--- src/hdl/pbns_pkg.sv ---
package pbns_pkg;

   localparam int COL_W     = 11;
   localparam int SPAN_W    = 12;
   localparam int ADDR_IN_W = 14;
   localparam int DATA_W    = 8;
   localparam int PROD_W    = COL_W + SPAN_W;
   localparam int QUO_W     = 11;
   localparam int POS_W     = 12;
   localparam int ROWB_W    = 9;
   localparam int BADDR_W   = POS_W + ROWB_W;
   localparam int BIT_W     = 3;

   localparam int CSR_IDX_W  = 3;
   localparam int CSR_DATA_W = 12;

   localparam int STORE_BYTES_DEF    = 16384;
   localparam int MAX_DIM            = 2048;
   localparam int RESET_BITMAP_WIDTH = 8;

   localparam logic [SPAN_W-1:0] MAX_DIM_V       = SPAN_W'(MAX_DIM);
   localparam logic [ROWB_W-1:0] RESET_ROW_BYTES = ROWB_W'((RESET_BITMAP_WIDTH + 7) / 8);

   localparam logic OP_WRITE = 1'b0;
   localparam logic OP_QUERY = 1'b1;

   typedef enum logic [CSR_IDX_W-1:0] {
      CSR_BITMAP_WIDTH = 3'd0,
      CSR_SRC_LEFT     = 3'd1,
      CSR_SRC_TOP      = 3'd2,
      CSR_SRC_SPAN_X   = 3'd3,
      CSR_SRC_SPAN_Y   = 3'd4,
      CSR_DST_SPAN_X   = 3'd5,
      CSR_DST_SPAN_Y   = 3'd6
   } csr_index_type;

   typedef struct packed {
      logic                 op;
      logic                 in_range;
      logic [COL_W-1:0]     col;
      logic [COL_W-1:0]     row;
      logic [ADDR_IN_W-1:0] addr;
      logic [DATA_W-1:0]    data;
   } item_type;

   function automatic logic [SPAN_W-1:0] sat_dim(input logic [SPAN_W-1:0] v);
      return (v > MAX_DIM_V) ? MAX_DIM_V : v;
   endfunction

   // bytes per padded row: ceil(width / 8)
   function automatic logic [ROWB_W-1:0] row_bytes_of(input logic [SPAN_W-1:0] w);
      logic [SPAN_W:0] s;
      s = {1'b0, w} + (SPAN_W + 1)'(7);
      return s[ROWB_W+2:3];
   endfunction

endpackage

--- src/hdl/pbns_div_lane.sv ---
// Restoring divider, one quotient bit per stage, MSB first.
// Quotient is known to fit in QUO_W bits for in-range queries.
module pbns_div_lane (
   input  logic                        clock,
   input  logic [pbns_pkg::QUO_W-1:0]  stage_en,
   input  logic [pbns_pkg::PROD_W-1:0] dividend,
   input  logic [pbns_pkg::SPAN_W-1:0] divisor,
   output logic [pbns_pkg::QUO_W-1:0]  quotient
);

   localparam int QW = pbns_pkg::QUO_W;
   localparam int PW = pbns_pkg::PROD_W;

   logic [PW-1:0] rem_ff [QW-1];
   logic [QW-1:0] quo_ff [QW];

   for (genvar k = 0; k < QW; k++) begin : g_stage
      logic [PW-1:0] rem_prev;
      logic [QW-1:0] quo_prev;
      logic [PW-1:0] trial;
      logic          take;
      logic [QW-1:0] quo_in;

      if (k == 0) begin : g_first
         assign rem_prev = dividend;
         assign quo_prev = '0;
      end else begin : g_next
         assign rem_prev = rem_ff[k-1];
         assign quo_prev = quo_ff[k-1];
      end

      assign trial  = PW'(divisor) << (QW - 1 - k);
      assign take   = rem_prev >= trial;
      assign quo_in = {quo_prev[QW-2:0], take};

      always_ff @(posedge clock) begin
         if (stage_en[k]) begin
            quo_ff[k] <= quo_in;
         end
      end

      // last remainder is not needed
      if (k < QW - 1) begin : g_rem
         logic [PW-1:0] rem_in;

         assign rem_in = take ? (rem_prev - trial) : rem_prev;

         always_ff @(posedge clock) begin
            if (stage_en[k]) begin
               rem_ff[k] <= rem_in;
            end
         end
      end
   end

   assign quotient = quo_ff[QW-1];

endmodule

--- config.mk ---
export PLATFORM = sky130hd
export DESIGN_NAME = pbns_div_lane
export DESIGN_NICKNAME = d
export VERILOG_FILES = /design/src/hdl/pbns_pkg.sv /design/src/hdl/pbns_div_lane.sv
export SDC_FILE = /design/constraint.sdc
export NUM_CORES = 1
export LEC_CHECK = 0
export BUFFER_PORTS_ARGS = -buffer_cell sky130_fd_sc_hd__buf_2
export CORE_ASPECT_RATIO = 0.5
export CORE_UTILIZATION = 45
export CTS_CLUSTER_SIZE = 16
export DETAILED_ROUTE_END_ITERATION = 7
export PLACE_DENSITY = 0.68
export SYNTH_ARGS = -nofsm -noshare
export SYNTH_HDL_FRONTEND = slang
export SYNTH_SLANG_ARGS = --single-unit
--- constraint.sdc ---
create_clock -name clock -period 5.2 [get_ports clock]
set_input_delay 0 -clock clock [delete_from_list [all_inputs] [get_ports clock]]
set_output_delay 0 -clock clock [all_outputs]
set_load 0.01 [all_outputs]
==> results of run 1 <==
layout make-up:
class / instances / area, µm² / share of cell area (%)
inverter: 59 / 221 / 1.13
tap: 520 / 651 / 3.33
clock inverter: 19 / 230 / 1.18
sequential: 296 / 8890 / 45.5
timing repair buffer: 94 / 638 / 3.27
multi-input combinational: 1160 / 8150 / 41.8
clock buffer: 33 / 741 / 3.79
power by group:
part           switching [W]  leakage, nW  internal [W]
Sequential          0.000350         2.83       0.00345
Clock               0.000896        0.468       0.00127
Combinational        0.00176         4.04       0.00150
layout by cell type, fill, tap and decap left out, drive strengths merged, types with 10 or more instances in the layout:
cell type    synthesis  routed
a211oi              11      11
a21o                38      38
a21oi              116     116
and3                13      13
buf                 10      64
clkbuf              17      33
clkinv               1      11
dlygate4sd3          0      30
edfxtp             296     296
fa                  10      10
ha                 132     132
inv                 58      59
mux2                25      25
nand2              111     111
nand2b              32      32
nand3               27      27
nand4               18      18
nor2               125     125
nor2b               24      24
nor3                31      31
nor4                24      24
o21a                22      22
o21ai              118     118
o21bai              12      12
o31a                11      11
o31ai               15      15
or3                 14      14
xnor2               67      67
xor2                61      61
path summary, 6_finish.rpt:
check	startpoint	to	slack, ns	depth (start not counted)
min reg2reg	quo_ff[5][3]	quo_ff[6][4]	0.41	0
max	rem_ff[6][3]	rem_ff[7][8]	1.78	11
min	stage_en[6]	quo_ff[6][1]	0.02	1
max reg2reg	rem_ff[6][3]	rem_ff[7][8]	1.78	11
registers in the layout, indices dropped and copies added (netlist names):
signal and flops:
rem_ff 230, quo_ff 66
repair_timing:
action | CTS | global route
endpoints found under the hold margin | 193 | 0
hold buffers | 30 | 0
gates resized for setup | 0 | 0
worst max-delay path: stages (launching register included):
cell and delay [ns]:
edfxtp_1 0.35, inv_1 0.07, ha_1 0.17, inv_1 0.06
fa_1 0.41, a211oi_1 0.25, nor2_1 0.10, o31a_1 0.29
a211oi_1 0.29, nor2b_1 0.54, inv_1 0.28, mux2_2 0.33
metrics by stage:
step	hold WS, ns	total power, W	setup WS (ns)	area [µm²]
after floorplan	0.0989	0.00636	2.38	17400
after global placement	0.194	0.00702	1.60	18200
after detailed placement	0.196	0.00707	1.53	18200
after CTS	0.0159	0.00927	1.78	19500
after global routing	0.0235	0.00988	1.57	19500
final	0.0219	0.00924	1.78	19500
cells by family (layout without fill, tap and decap cells):
| group | Yosys count | in the layout | synth area share [%] |
|---|---|---|---|
| AO/OA/AOI/OAI | 399 | 399 | 14.4 |
| XOR/XNOR | 128 | 128 | 6.45 |
| adder cells (fa/ha/maj) | 142 | 142 | 10.7 |
| buffers and inverters | 86 | 205 | 1.94 |
| flip-flops | 296 | 296 | 51.2 |
| multiplexers | 29 | 29 | 1.85 |
| AND/OR/NAND/NOR | 462 | 462 | 13.6 |
metal layers:
layer  GRT usage [%]  part of all wire, %  vias to the layer above
met4            5.55                  2.8                        0
li1                -                    -                     6023
met3            2.80                  3.5                       53
met5               0                    0                        -
met2            32.1                   49                      199
met1            21.1                   45                     5538
==> impl_metrics.tcl, run 1 <==
set metrics [dict create \
    timing.final.crit_share_pct 65.7 \
    yosys.cell_types.count 76 \
    grt_usage_pct 17.5 \
    drtAntennaViolNets 0 \
    final-setup-viol-count 0 \
    drtPass1Iterations 5 \
    fill_cells 3226 \
    grt_max_degree 34 \
    cts_buffer_depth 3 \
    synth_seq_cells 296 \
    n_antenna_cell 0 \
    grt_pass1_wl_mm 56.2 \
    pin_count 58 \
    crit_type "flop to flop" \
    cts_tree "done" \
    cp.required_ns 5.51 \
    gr-total-overflow 0 \
    drv_slew 0 \
    arrival_ns 3.72 \
    crit_fanout 10 \
    worst_slew_pin_slew_ns 1.02 \
    grt_pass1_vias 11800 \
    wl_per_cell_um 15.6 \
    rows 50 \
    die_y_um 141 \
    cts-root-buf "clkbuf_16" \
    finClkSkew_ns 0.00872 \
    hp-class "input pin to flop" \
    slew_headroom_pct 32.0 \
    route.detailed.drc 0 \
    syn-cell-area_um2 17400 \
    fp.dieArea_um2 39400 \
    leakage_nw 7.34 \
    synthTopCellsByArea "edfxtp_1 (51%), ha_1 (9.5%), xnor2_1 (3.4%)" \
    hold_violations 0 \
    synth_top_cell_by_area "edfxtp_1" \
    yosysMostFrequentCell "edfxtp_1" \
    postCtsSetupBuffers 0 \
    setup_tns_ns 0 \
    clk_latency_ns 0.56 \
    hpwl_mm 26.0 \
    min_period_ns 3.42 \
    htree_levels 1 \
    seq_area_frac_synth_pct 51.2 \
    synth_ff_type "edfxtp_1" \
    vias 11800 \
    core_um2 37700 \
    endpoint_kind "flop" \
    place_inst 2099 \
    synth_cells 1542 \
    ir_worst_vdd_v 0.000328 \
    rsz0062_at_grt "no" \
    async_flop_share_pct 0 \
    power_density_nw_per_um2 473 \
    area_growth_pct 12.3 \
    synth_top_area_share_pct 51.2 \
    nNetsFinal 1829 \
    gp_congestion 0.897 \
    utilization_pct 51.7 \
    die_x_um 280 \
    port_buffers 57 \
    clock-sinks 296 \
    wirelength_mm 34.0 \
    maxCapViolations 0 \
    startpoint_type "flop" \
    avgSynthCellArea_um2 11.3 \
    yosysWarnings 0 \
    synth_nets 1731 \
    cts_buffers 29 \
    synth-edff-count 296 \
    fmax_ghz 0.293 \
    status "finished, final reports clean" \
    antenna_found_initial 0 \
    initial_core_util_pct 46.1 \
    drive_above_1_share_pct 9.87 \
    post_drt_via_cell_ratio 5.42 \
    synthTopCellsByCount "edfxtp_1 (296), ha_1 (132), nor2_1 (125)" \
    drtIter0Drc 623 \
    cts.clk_slew.worst_paths_ns 0.06 \
    post_layout_nonfiller_instances 2181 \
]
No activity file was read; power rests on OpenSTA's default activity.
==> inputs of run 2 (changes only) <==
--- a/config.mk
+++ b/config.mk
@@ -5,6 +5,7 @@
 export SDC_FILE = /design/constraint.sdc
 export NUM_CORES = 1
 export LEC_CHECK = 0
+export ABC_AREA = 1
 export BUFFER_PORTS_ARGS = -buffer_cell sky130_fd_sc_hd__buf_2
 export CORE_ASPECT_RATIO = 0.5
 export CORE_UTILIZATION = 45
==> constraint.sdc (replaced) <==
create_clock -name clock -period 3.2 [get_ports clock]
set_input_delay 0 -clock clock [delete_from_list [all_inputs] [get_ports clock]]
set_output_delay 0 -clock clock [all_outputs]
set_load 0.01 [all_outputs]
==> run 2 against run 1 <==
Core utilization down 1.2 points. Routed wire length increased by 51%. Fmax grew 33%. Power increased by 84%. Flip-flop and latch count unchanged. Worst setup slack got worse by 1.2 ns. Die area rose by 20%. Synthesized cell count is 65% higher. Critical path depth rose by 1. Area after synthesis increased by 20%. Register-to-register slack got worse by 1.2 ns. Critical endpoint is now rem_ff[1][20].
==> impl_metrics.tcl, run 2 <==
set metrics [dict create \
    status "finished, final reports clean" \
    htree_levels 1 \
    drv_slew 0 \
    initial_core_util_pct 45.9 \
    wirelength_mm 51.3 \
    critical-path-max-stage-delay_ns 0.42 \
    cts_tree "done" \
    antenna_found_initial 0 \
    wl_per_cell_um 15.7 \
    arrival_ns 2.87 \
    die_x_um 306 \
    power_density_nw_per_um2 741 \
    core_um2 45400 \
    yosysWarnings 0 \
    grt_pass1_vias 15800 \
    postCtsSetupBuffers 0 \
    min_period_ns 2.57 \
    synth-edff-count 296 \
    crit_type "flop to flop" \
    clk_latency_ns 0.57 \
    crit_slowest_cell "fa_1" \
    endpoint_kind "flop" \
    largest_reg_flops 230 \
    route.detailed.drc 0 \
    slew_headroom_pct 44.9 \
    ir_worst_vdd_v 0.000463 \
    synthTopCellsByCount "nand2_1 (810), inv_1 (322), edfxtp_1 (296)" \
    final_common_cell "nand2_1" \
    largestRegisters "rem_ff: 230 flops, quo_ff: 66 flops" \
    pin_count 58 \
    synth_top_cell_by_area "edfxtp_1" \
    worst_slew_pin_slew_ns 0.826 \
    cts-root-buf "clkbuf_16" \
    hpwl_mm 40.4 \
    cts.clk_slew.worst_paths_ns 0.07 \
    fp.dieArea_um2 47200 \
    drtIter0Drc 1210 \
    timing.final.crit_share_pct 80.5 \
    rows 55 \
    grt_max_degree 34 \
    die_y_um 154 \
    critPathTopFamily "simple AND/OR/NAND/NOR gates" \
    yosys.cell_types.count 51 \
    pre_cts_ws_ns 0.579 \
    rsz0062_at_grt "no" \
    hp-class "input pin to flop" \
    cp_common_cell "nand2_1" \
    cp.required_ns 3.50 \
    avgSynthCellArea_um2 8.21 \
    area_growth_pct 10.3 \
    final_cell_mix "nand2_1 (810), inv_1 (322), edfxtp_1 (296), nor2_1 (212), nand3_1 (163)" \
    crit_chain "inv_1 > ha_1 > fa_1 > nand3b_1 > nand2_1 > nand2_1 > nand2_2 > nand3_1 > nand3_2 > inv_1 > nand2_1 > nand2_1" \
    seq_area_frac_synth_pct 42.7 \
    top_usage_layer "met2" \
    drive_above_1_share_pct 12.4 \
    path_buf_inv 2 \
    synthTopCellsByArea "edfxtp_1 (43%), nand2_1 (15%), ha_1 (7.9%)" \
    synth_cells 2539 \
    synth_top_area_share_pct 42.7 \
    synth_nets 2728 \
    utilization_pct 50.6 \
    finClkSkew_ns 0.00823 \
    nNetsFinal 2843 \
    leakage_nw 10.4 \
    grt_pass1_wl_mm 82.0 \
    drtAntennaViolNets 0 \
    cts_buffer_depth 3 \
    gp_congestion 0.981 \
    startpoint_type "flop" \
    cts_buffers 29 \
    use_met2_pct 35.8 \
    maxCapViolations 0 \
    post_drt_via_cell_ratio 5.18 \
    setup_ws_ns 0.625 \
    grt_usage_pct 21.9 \
    setup_tns_ns 0 \
    final-setup-viol-count 0 \
    clock-sinks 296 \
    fmax_ghz 0.388 \
    use_met1_pct 30.5 \
    synth_seq_cells 296 \
    met3_usage_pct 3.53 \
    synth_ff_type "edfxtp_1" \
    port_buffers 57 \
    yosysMostFrequentCell "nand2_1" \
    syn-cell-area_um2 20800 \
    drtPass1Iterations 6 \
    gr-total-overflow 0 \
    registers.top_by_ff_count "rem_ff" \
    hold_violations 0 \
    n_antenna_cell 0 \
    crit_fanout 11 \
    vias 16900 \
    async_flop_share_pct 0 \
]
==> run 2: cell types whose count changed in the layout (fill, tap and decap cells not counted), moves of 39 or more <==
cell     delta
inv_1     +266
nand2_1   +699
nand3_1   +136
o21ai_0    -61
nor2_1     +87
o21ai_2    +39
nand2_2    +67
==> run 2: worst paths after layout <==
path              cells after the start  slack [ns]         start             to
setup / recovery                     12        0.63  rem_ff[0][9]  rem_ff[1][20]
hold / removal                        1        0.01   stage_en[3]  rem_ff[3][21]
setup reg to reg                     12        0.63  rem_ff[0][9]  rem_ff[1][20]
hold reg to reg                       0        0.42  quo_ff[9][0]  quo_ff[10][1]
==> run 2: cell families (layout without fill, tap and decap cells) <==
| family | count (synthesis) | after routing | share of synthesized area [%] |
|---|---|---|---|
| XOR/XNOR | 76 | 76 | 3.19 |
| adder cells (fa/ha/maj) | 142 | 142 | 8.89 |
| AO/OA/AOI/OAI | 239 | 239 | 7.49 |
| buffers and inverters | 365 | 499 | 7.61 |
| flip-flops | 296 | 296 | 42.7 |
| AND/OR/NAND/NOR | 1421 | 1421 | 30.2 |
==> run 2: metrics by stage <==
step	instances	hold WS, ns	total power, W	instance area [µm²]
finish	3271	0.0144	0.0170	23000
global route	3271	0.0423	0.0183	23000
CTS	3271	0.00670	0.0170	23000
detailed placement	3191	0.194	0.0135	21700
global placement	3191	0.194	0.0134	21700
floorplan	2539	0.0989	0.0117	20800
==> run 2: report_power, final <==
group	internal (W)	switching (W)	leakage, nW
clock	0.00198	0.00152	0.458
combinational	0.00267	0.00462	7.14
sequential	0.00553	0.000703	2.84
==> run 2: layout make-up <==
cell class	count	area (µm²)
inverters	343	1300
repair buffers	106	728
clock inverters	19	214
multi-input cells	1878	10400
clock buffers	31	733
flip-flops and latches	296	8890
fillers	4309	22400
well taps	598	748
==> run 2: per-layer routing <==
metal,share of wire [%],up-vias
met2,45,500
met5,0,-
li1,-,8630
met4,2.3,0
met1,47,7734
met3,6.3,80
==> run 2: repair_timing <==
| item | CTS | global route |
|---|---|---|
| endpoints found under the hold margin | 196 | 0 |
| setup endpoints to repair | 0 | 0 |
| hold buffers | 30 | 0 |
| resized for setup | 0 | 0 |
==> run 2: worst reg2reg max path, cell delays in order, from the launching register on <==
cell and delay [ns]:
edfxtp_1 0.33, inv_1 0.07, ha_1 0.22, fa_1 0.42, nand3b_1 0.18, nand2_1 0.18
nand2_1 0.09, nand2_2 0.11, nand3_1 0.10, nand3_2 0.18, inv_1 0.22, nand2_1 0.11
nand2_1 0.11
